$ cat config.mk
export PLATFORM = sky130hd
export DESIGN_NAME = variable_length_code_bit_packer_core
export DESIGN_NICKNAME = d
export VERILOG_FILES = /design/src/design/vlcbp_pkg.sv /design/src/design/vlcbp_front.sv /design/src/design/vlcbp_fifo.sv /design/src/design/vlcbp_back.sv /design/src/design/variable_length_code_bit_packer_core.sv
export SDC_FILE = /design/constraint.sdc
export NUM_CORES = 1
export LEC_CHECK = 0
export ABC_AREA = 1
export BUFFER_PORTS_ARGS = -buffer_cell sky130_fd_sc_hd__buf_4
export CAP_MARGIN = 30
export CORE_UTILIZATION = 49
export CTS_CLUSTER_DIAMETER = 100
export DETAILED_ROUTE_END_ITERATION = 8
export HOLD_SLACK_MARGIN = 0.02
export PLACE_DENSITY = 0.75
export SLEW_MARGIN = 20
export SYNTH_ARGS = -nofsm -noshare
export SYNTH_HDL_FRONTEND = slang
export SYNTH_SLANG_ARGS = --single-unit
$ cat constraint.sdc
create_clock -name clk -period 7.79 [get_ports clk]
set_input_delay 0.3895 -clock clk [delete_from_list [all_inputs] [get_ports clk]]
set_output_delay 0.3895 -clock clk [all_outputs]
set_load 0.01 [all_outputs]
$ cat src/design/vlcbp_pkg.sv
// Shared types and constants for the variable-length code bit packer.
package vlcbp_pkg;

	// Field widths of the input and result transactions.
	localparam int CODE_W       = 64;
	localparam int LEN_W        = 7;
	localparam int BYTE_W       = 8;
	localparam int MAX_CODE_LEN = 64;

	// Staged word: up to seven pending bits followed by a full code, left aligned.
	localparam int WORD_W  = CODE_W + BYTE_W;
	localparam int NBYTE_W = 4;
	localparam int MAX_BYTES_PER_ITEM = 8;

	// Queue between the front and back halves.
	localparam int Q_DEPTH = 4;
	localparam int Q_PTR_W = $clog2(Q_DEPTH);
	localparam int Q_CNT_W = Q_PTR_W + 1;

	// Request codes.
	localparam logic REQ_APPEND = 1'b0;
	localparam logic REQ_FLUSH  = 1'b1;

	// One queued job: a left-aligned bit word and the number of whole bytes in it.
	typedef struct packed {
		logic [WORD_W-1:0]  word;
		logic [NBYTE_W-1:0] nbytes;
	} q_entry_t;

	// Queue status seen by both sides.
	typedef struct packed {
		logic full;
		logic empty;
	} q_status_t;

endpackage

$ cat src/design/vlcbp_front.sv
// Front half: accepts requests, merges code bits with the pending bits and queues byte jobs.
module vlcbp_front (
	input  logic                            clk,
	input  logic                            arst_n,
	input  logic                            in_valid,
	output logic                            in_stall,
	input  logic                            req_type,
	input  logic [vlcbp_pkg::CODE_W-1:0]    code_value,
	input  logic [vlcbp_pkg::LEN_W-1:0]     code_length,
	input  vlcbp_pkg::q_status_t            q_stat,
	output logic                            push,
	output vlcbp_pkg::q_entry_t             push_entry
);
	import vlcbp_pkg::*;

	// Pending bits are kept left aligned in a byte; unused low bits are zero.
	logic [BYTE_W-1:0]  pend_q;
	logic [2:0]         cnt_q;

	logic               accept;
	logic [LEN_W-1:0]   len_sat;
	logic [LEN_W-1:0]   shamt;
	logic [CODE_W-1:0]  code_la;
	logic [WORD_W-1:0]  word;
	logic [LEN_W-1:0]   total;
	logic [NBYTE_W-1:0] nbytes;
	logic [WORD_W-1:0]  rest;
	logic [BYTE_W-1:0]  pend_d;
	logic [2:0]         cnt_d;

	assign in_stall = q_stat.full;
	assign accept   = in_valid & ~q_stat.full;

	// Saturate the length and left-align the code so that bits above the length drop out.
	always_comb begin
		len_sat = (code_length > LEN_W'(MAX_CODE_LEN)) ? LEN_W'(MAX_CODE_LEN) : code_length;
		shamt   = LEN_W'(CODE_W) - len_sat;
		code_la = code_value << shamt;
	end

	// Place the code right behind the pending bits and split off whole bytes.
	always_comb begin
		word   = {pend_q, {CODE_W{1'b0}}} | ({code_la, {BYTE_W{1'b0}}} >> cnt_q);
		total  = {{(LEN_W-3){1'b0}}, cnt_q} + len_sat;
		nbytes = total[LEN_W-1:3];
		rest   = word << {nbytes, 3'b000};
		pend_d = rest[WORD_W-1 -: BYTE_W];
		cnt_d  = total[2:0];
	end

	// Queue a job for every transaction that produces at least one byte.
	always_comb begin
		if (req_type == REQ_FLUSH) begin
			push              = accept & (cnt_q != 3'd0);
			push_entry.word   = {pend_q, {CODE_W{1'b0}}};
			push_entry.nbytes = NBYTE_W'(1);
		end else begin
			push              = accept & (nbytes != '0);
			push_entry.word   = word;
			push_entry.nbytes = nbytes;
		end
	end

	// Pending state update.
	always_ff @(posedge clk or negedge arst_n) begin
		if (!arst_n) begin
			pend_q <= '0;
			cnt_q  <= '0;
		end else if (accept) begin
			if (req_type == REQ_FLUSH) begin
				pend_q <= '0;
				cnt_q  <= '0;
			end else begin
				pend_q <= pend_d;
				cnt_q  <= cnt_d;
			end
		end
	end

	// With nothing pending the pending byte must be all zeros.
	a_empty_pend_zero: assert property (@(posedge clk) disable iff (!arst_n)
		(cnt_q == 3'd0) |-> (pend_q == '0))
		else $error("pending bits present while pending count is zero");

endmodule

$ cat src/design/vlcbp_fifo.sv
// Short job queue between the front and back halves.
module vlcbp_fifo (
	input  logic                 clk,
	input  logic                 arst_n,
	input  logic                 push,
	input  vlcbp_pkg::q_entry_t  push_entry,
	input  logic                 pop,
	output vlcbp_pkg::q_entry_t  head,
	output vlcbp_pkg::q_status_t q_stat
);
	import vlcbp_pkg::*;

	q_entry_t           entries_q [Q_DEPTH];
	logic [Q_PTR_W-1:0] wr_ptr_q;
	logic [Q_PTR_W-1:0] rd_ptr_q;
	logic [Q_CNT_W-1:0] count_q;

	assign head         = entries_q[rd_ptr_q];
	assign q_stat.full  = (count_q == Q_CNT_W'(Q_DEPTH));
	assign q_stat.empty = (count_q == '0);

	// Entry storage.
	always_ff @(posedge clk) begin
		if (push) begin
			entries_q[wr_ptr_q] <= push_entry;
		end
	end

	// Pointers and occupancy.
	always_ff @(posedge clk or negedge arst_n) begin
		if (!arst_n) begin
			wr_ptr_q <= '0;
			rd_ptr_q <= '0;
			count_q  <= '0;
		end else begin
			if (push) begin
				wr_ptr_q <= wr_ptr_q + 1'b1;
			end
			if (pop) begin
				rd_ptr_q <= rd_ptr_q + 1'b1;
			end
			unique case ({push, pop})
				2'b10:   count_q <= count_q + 1'b1;
				2'b01:   count_q <= count_q - 1'b1;
				default: count_q <= count_q;
			endcase
		end
	end

	a_no_push_full: assert property (@(posedge clk) disable iff (!arst_n)
		push |-> !q_stat.full)
		else $error("job queued while queue is full");

	a_no_pop_empty: assert property (@(posedge clk) disable iff (!arst_n)
		pop |-> !q_stat.empty)
		else $error("job taken from an empty queue");

endmodule

$ cat src/design/vlcbp_back.sv
// Back half: takes queued jobs and sends their bytes one per cycle while out_stall is low.
module vlcbp_back (
	input  logic                           clk,
	input  logic                           arst_n,
	input  vlcbp_pkg::q_entry_t            head,
	input  vlcbp_pkg::q_status_t           q_stat,
	output logic                           pop,
	output logic                           out_valid,
	input  logic                           out_stall,
	output logic [vlcbp_pkg::BYTE_W-1:0]   out_byte,
	output logic                           last_byte
);
	import vlcbp_pkg::*;

	logic [WORD_W-1:0]  sh_q;
	logic [NBYTE_W-1:0] rem_q;
	logic               fire;

	// The current byte always sits in the top of the shift register.
	assign out_valid = (rem_q != '0);
	assign out_byte  = sh_q[WORD_W-1 -: BYTE_W];
	assign last_byte = (rem_q == NBYTE_W'(1));
	assign fire      = out_valid & ~out_stall;

	// Load the next job when idle or as the last byte of the current one leaves.
	assign pop = ~q_stat.empty & (~out_valid | (last_byte & fire));

	always_ff @(posedge clk or negedge arst_n) begin
		if (!arst_n) begin
			rem_q <= '0;
		end else if (pop) begin
			rem_q <= head.nbytes;
		end else if (fire) begin
			rem_q <= rem_q - 1'b1;
		end
	end

	// Byte shifter, payload only.
	always_ff @(posedge clk) begin
		if (pop) begin
			sh_q <= head.word;
		end else if (fire) begin
			sh_q <= sh_q << BYTE_W;
		end
	end

	a_rem_bound: assert property (@(posedge clk) disable iff (!arst_n)
		rem_q <= NBYTE_W'(MAX_BYTES_PER_ITEM))
		else $error("byte count of a job out of range");

	a_load_valid: assert property (@(posedge clk) disable iff (!arst_n)
		pop |=> out_valid)
		else $error("loaded job did not present a byte");

endmodule

$ cat src/design/variable_length_code_bit_packer_core.sv
// MSB-first variable-length code bit packer, top level.
// Append transactions (req_type 0) add the low code_length bits of code_value, most
// significant first, behind up to seven pending bits; lengths above 64 count as 64. Every
// completed byte comes out on out_byte with the earliest bit in bit 7, and last_byte marks
// the final byte caused by one transaction. A flush transaction (req_type 1) sends the
// pending bits zero padded as one byte, if any are pending, and clears them. The front
// takes one transaction per cycle while the queue is not full, finishing its bit merge in
// that cycle, and hands jobs to a four-entry queue; the back sends one byte per cycle while
// out_stall is low, so a transaction yields n bytes (0 to 8 for an append, 0 or 1 for a
// flush), and the sustained rate is set by that byte-wide output. When the queue and
// output are idle, a transaction's first byte passes through a queue entry and then the
// back shift register before it appears; in_stall rises only while the queue is full.
module variable_length_code_bit_packer_core (
	input  logic                          clk,
	input  logic                          arst_n,
	input  logic                          in_valid,
	output logic                          in_stall,
	input  logic                          req_type,
	input  logic [vlcbp_pkg::CODE_W-1:0]  code_value,
	input  logic [vlcbp_pkg::LEN_W-1:0]   code_length,
	output logic                          out_valid,
	input  logic                          out_stall,
	output logic [vlcbp_pkg::BYTE_W-1:0]  out_byte,
	output logic                          last_byte
);
	import vlcbp_pkg::*;

	logic      push;
	logic      pop;
	q_entry_t  push_entry;
	q_entry_t  head;
	q_status_t q_stat;

	// Request intake and bit merge.
	vlcbp_front u_front (
		.clk        (clk),
		.arst_n     (arst_n),
		.in_valid   (in_valid),
		.in_stall   (in_stall),
		.req_type   (req_type),
		.code_value (code_value),
		.code_length(code_length),
		.q_stat     (q_stat),
		.push       (push),
		.push_entry (push_entry)
	);

	// Job queue.
	vlcbp_fifo u_fifo (
		.clk       (clk),
		.arst_n    (arst_n),
		.push      (push),
		.push_entry(push_entry),
		.pop       (pop),
		.head      (head),
		.q_stat    (q_stat)
	);

	// Byte output.
	vlcbp_back u_back (
		.clk      (clk),
		.arst_n   (arst_n),
		.head     (head),
		.q_stat   (q_stat),
		.pop      (pop),
		.out_valid(out_valid),
		.out_stall(out_stall),
		.out_byte (out_byte),
		.last_byte(last_byte)
	);

endmodule

== Yosys cells after proc, flatten, opt, wreduce, memory -nomap -nowiden ==
Memories as Yosys holds them, arrays and structs flattened.
Index checks and enable logic that the tools add are counted.
W data, S select, Z words.

* Add/sub/neg operators: 7
* Order comparisons: 1
* Equality and inequality tests: 4
* Shift operators: 3
* Multiplexer cells: 12
* Bitwise logic cells: 12
* Reductions and logical operators: 6

{| class="wikitable"
|+ Operators with widths
! operator !! number
|-
| $mux W72 || 2
|-
| $mux W76 || 1
|-
| $or A72 B72 Y72 || 1
|-
| $shl A72 B7 Y72 || 1
|-
| $shr A72 B3 Y72 || 1
|-
| $shl A64 B7 Y64 || 1
|-
| $mux W4 || 2
|-
| $mux W8 || 1
|-
| $reduce_bool A4 Y1 || 2
|-
| $add A3 B7 Y7 || 1
|-
| $gt A7 B7 Y1 const B || 1
|-
| $mux W7 || 1
|-
| $sub A7 B7 Y7 const A || 1
|-
| $and A1 B1 Y1 || 6
|-
| $pmux W3 S2 || 1
|-
| $add A2 B1 Y2 const B || 2
|-
| $eq A4 B1 Y1 const B || 1
|-
| $not A1 Y1 || 4
|-
| $reduce_bool A2 Y1 || 2
|-
| $sub A4 B1 Y4 const B || 1
|-
| $add A3 B1 Y3 const B || 1
|-
| $eq A3 B3 Y1 const B || 1
|-
| $logic_not A3 Y1 || 1
|-
| $mux W1 || 3
|-
| other kinds (6) || 6
|}

* Bits in registers: 94
* RAM bits: 304
* Input bits: 76
* Output and inout bits: 11
* Logic and storage cells: 53
* Memories kept: 1

{| class="wikitable"
|+ Memory list
! memory !! words !! width !! rd ports !! clocked after memory_dff !! wr ports !! RTL line !! source
|-
| u_fifo.entries_q || 4 || 76 || 1 || 0 || 1 || vlcbp_fifo.sv:13 || <nowiki>q_entry_t entries_q [Q_DEPTH];</nowiki>
|}

== Logic depth before layout (Yosys ltp) ==
* Word-level depth: 8
* Depth in mapped cells: 29
* Depth with buffers taken out: 26

== Cells and area by module ==
Synthesis repeated with hierarchy kept, for this count alone.

* Cell total of the unflattened synthesis: 3198
* Area, all modules: 25675.9 um2

{| class="wikitable"
|+ Modules (own cells, without submodules)
! module !! instances !! cells an instance !! area an instance (um2) !! seq. area each (um2)
|-
| vlcbp_fifo || 1 || 936 || 13211.4 || 9303.9
|-
| vlcbp_front || 1 || 1911 || 9024.9 || 275.3
|-
| vlcbp_back || 1 || 351 || 3439.5 || 2262.2
|}

== Worst setup path after synthesis ==
No wires, ideal clock.

* Kind: input-to-reg
* Start point: in code_length[0] (netlist bit)
* End point: mem u_fifo.entries_q[0][0] (netlist bit) (enable)
* Setup time: 509 ps
* Arrival time: 5328 ps
* Data required time: 7281 ps
* Path slack: 1953 ps
* Stages on the path: 14
* Buffers on the path: 1
* Cells stage by stage: buf_2 -> nor2_1 -> nand3_1 -> nand2_2 -> nand2_4 -> nor2_2 -> a31oi_1 -> or2_1 -> nor2_1 -> xor2_2 -> nor2_4 -> inv_2 -> o32ai_2 -> nor2_1

* Longest elaborated chain between the ends: 8

{| class="wikitable"
|+ Ends and longest elaborated chain
! item !! RTL line !! source
|-
| start: declaration || variable_length_code_bit_packer_core.sv:20 || <nowiki>input logic [vlcbp_pkg::LEN_W-1:0] code_length,</nowiki>
|-
| $gt A7 B7 Y1 || vlcbp_front.sv:36 || <nowiki>len_sat = (code_length > LEN_W'(MAX_CODE_LEN)) ? LEN_W'(MAX_CODE_LEN) : code_length;</nowiki>
|-
| $mux W7 (*) || vlcbp_front.sv:36 ||
|-
| $add A3 B7 Y7 (*) || vlcbp_front.sv:44 || <nowiki>total = {{(LEN_W-3){1'b0}}, cnt_q} + len_sat;</nowiki>
|-
| $reduce_bool A4 Y1 (*) || vlcbp_front.sv:58 || <nowiki>push = accept & (nbytes != '0);</nowiki>
|-
| $and A1 B1 Y1 (*) || vlcbp_front.sv:58 ||
|-
| $mux W1 (*) || vlcbp_front.sv:53 || <nowiki>if (req_type == REQ_FLUSH) begin</nowiki>
|-
| $mux W1 (*) || vlcbp_fifo.sv:24 || <nowiki>if (push) begin</nowiki>
|-
| $mux W1 (not written as such) (*) || vlcbp_fifo.sv:25 || <nowiki>entries_q[wr_ptr_q] <= push_entry;</nowiki>
|-
| end: declaration || vlcbp_fifo.sv:13 ||
|}

Mark *: on every way between the ends. The rest lies on a longest branch, timed or not.

==> results by group <==
STA
  • Final setup skew: 26.3 ps
  • Setup TNS: 0 ps
  • Worst Tran Pin Value: 984 ps
  • Final setup fails: 0
  • Final Critical Period: 4940 ps
  • RSZ-0062 raised after global routing: false
  • Final Cycle Share: 0.634
  • Count of final max-slew check failures: 0
  • Worst Hold Slack: 254 ps
  • FMAX: 203 MHz
  • Final Hold Vio Count: 0
  • Slew HR: 0.343

Global route
  • Largest net degree at the start of global routing: 93
  • Initial antenna violation count: 0
  • First-pass GRT wire length: 115 mm
  • Global-route usage over all layers: 0.313
  • Vias in the first global route: 20200
  • Grt ovf: 0

Floorplanning
  • Die width: 220 um
  • Starting Density: 0.499
  • CORE AREA: 46700 um2
  • Total die area: 48400 um2
  • Die height: 220 um
  • Top-level I/O count: 87
  • Row cnt: 79

Outcome
  • Failing checks: DRC
  • Status: finished, violations left

Power and ir drop
  • Pwr Density: 372 nW/um2
  • Leakage power: 10.1 nW
  • Max VDD drop: 0.000192 V

Clocking
  • CTS root buf: clkbuf_16
  • Clock transition at the registers of the reported paths: 60 ps
  • CTS sink cnt: 393
  • Max Root-Sink Buffers: 3
  • Worst skew pair latency: 570 ps
  • CTS tree: done
  • Htree depth: 2
  • TritonCTS Buffers: 41
  • Post-CTS sizing: 0

Synth
  • Register area share after synthesis: 0.502
  • Ys async rst share: 0.0560
  • Synth cell types: 47
  • Syn_area_per_cell: 8.00 um2
  • Post-synth EDFFs: 371
  • Synth Instances: 2909
  • Count leader, synth: nand3_1
  • Synth warnings: 0
  • Commonest cells in the netlist: nand3_1 (860), nor2_1 (459), nand2_1 (450)
  • Mapped Area: 23300 um2
  • Syn nets: 2996
  • Ys flop type: edfxtp_1
  • Top post-synthesis cells by area: edfxtp_1 (48%), nand3_1 (18%), nor2_1 (7.4%)
  • Largest area contributor in the netlist: edfxtp_1
  • Synth top area share: 0.479
  • FF+latch count, synth: 393

Route
  • Final WL: 75.3 mm
  • DRT Pass-1 Iters: 9
  • Wire per inst: 21.5 um
  • Iter 0 DRT Violations: 2842
  • Via count: 21600
  • Vias per cell: 6.17
  • Post-route ant nets: 0
  • Remaining DRCs: 4

Place
  • I/O Buffers: 86
  • HPWL Detailed: 50.9 mm
  • GP Congestion: 1.02
  • Placed insts: 3417

Setup path
  • R2R cell count: 19
  • Data required time of the worst path: 8050 ps
  • Reg2reg end: u_front.pend_q[5]
  • CP Capture Type: flop
  • Critical path class: in -> reg
  • Worst r2r src: u_front.cnt_q[0]
  • Worst path cell trace: buf_4 > nor2_1 > nand3_1 > nand2_2 > nand2_4 > ha_2 > nand3_1 > o21ai_1 > nand2_2 > nor2_8 > nand3_1 > nand3_1 > nand3_1 > o21ai_0
  • Most common cell on crit path: nand3_1
  • Slowest cell on the critical path: nor2_8
  • Worst stage delay on the critical path: 780 ps
  • Startpoint type of the worst setup path: input pin
  • Worst R2R Setup Slack: 3110 ps
  • CP arrival: 5190 ps
  • CP startpoint: code_length[0]
  • WP buf/inv: 1
  • CP Max Fanout: 71
  • Top delay family on crit path: simple AND/OR/NAND/NOR gates

Worst hold path
  • Hold path cells: 4
  • Worst Hold Endpoint: u_front.cnt_q[2]
  • Hold Crit Start: in_valid
  • Worst Hold Class: in -> reg

Layout
  • Diode count: 0
  • Final std cells w/o fill: 3496
  • Area grow syn2layout: 9.43%
  • Fillers: 4309
  • Number of nets in the layout: 2945
  • Share of layout cells above drive strength 1: 0.0775

Run
  • Max-cap violations: 0
[worst min-delay path: cells and delay by family]
| kind | cells | cell delay, ps |
|---|---|---|
| AO/OA/AOI/OAI | 1 | 140 |
| buffers and inverters | 2 | 160 |
| AND/OR/NAND/NOR | 1 | 80 |
[placed cells by master, fill, tap and decap left out, types with 11 or more instances in the layout]
cell type / n
buf_4: 112
a31oi_1: 66
nand3_1: 860
a21oi_1: 36
edfxtp_1: 371
nand2_1: 447
nor2_1: 455
nand4_1: 38
clkbuf_16: 42
o21ai_1: 18
o21ai_0: 182
inv_1: 114
clkbuf_1: 11
dfrtp_1: 17
[layer usage]
| layer | track usage | share of wire | up-vias |
|---|---|---|---|
| li1 | - | - | 10100 |
| met1 | 0.435 | 0.42 | 10300 |
| met2 | 0.502 | 0.47 | 1052 |
| met3 | 0.0455 | 0.081 | 150 |
| met4 | 0.102 | 0.033 | 0 |
| met5 | 0 | 0 | - |
[cell families (layout without fill, tap and decap cells)]
group,Yosys count,in the layout,synth area share
muxes,1,1,0.000430
and+or+nand+nor,1831,1831,0.350
adders and majority gates,11,11,0.00624
buffers and inverters,345,325,0.0633
AOI/OAI and AO/OA,321,321,0.0751
DFF,393,393,0.502
xor gates and xnor gates,7,7,0.00296
[where the power goes]
part           internal (W)  switching (W)  leakage [nW]  total [W]
Sequential          0.00322       0.000259          3.77    0.00348
Combinational       0.00115        0.00294          5.66    0.00409
Clock               0.00109       0.000800         0.636    0.00189
[how the worst max path moves through the flow]
stage / end / slack [ps] / cells past startpoint
after floorplan: u_fifo.entries_q[0][0] / 1950 / 14
after global placement: u_fifo.count_q[2] / 2240 / 20
after detailed placement: u_fifo.count_q[2] / 2200 / 20
after CTS: u_fifo.count_q[2] / 2670 / 18
after global routing: u_front.pend_q[6] / 2610 / 26
final: u_fifo.entries_q[2][74] / 2850 / 14
[repair_timing]
action                                  4_1_cts  5_1_grt
setup buffers                                 0        0
hold buffers                                  1        0
hold endpoints to repair                     22        0
endpoints found under the setup margin        0        0
[layout make-up]
class	count	area, um2	area share
multi-input cells	2171	10200	0.399
flip-flops and latches	393	11700	0.459
clock buffers	55	1120	0.0440
well taps	607	759	0.0298
inverters	129	490	0.0193
clock inverters	19	188	0.00737
repair buffers	122	1050	0.0411
[state kept, by name, summed over array words and instances (netlist names)]
signal,cells
u_back.rem_q,4
u_back.sh_q,71
u_fifo.count_q,3
u_fifo.entries_q,300
u_fifo.rd_ptr_q,2
u_fifo.wr_ptr_q,2
u_front.cnt_q,3
u_front.pend_q,8
[through the flow]
stage	total power (W)	instance area (um2)	utilization	worst slack [ps]
floorplan	0.00625	23300	-	1950
global placement	0.00738	24000	0.515	2240
detailed placement	0.00751	24100	0.516	2200
CTS	0.00940	25400	0.544	2670
global route	0.0100	25500	0.546	2610
finish	0.00946	25500	0.546	2850
Note: power is estimated with default switching activity, not from simulation.
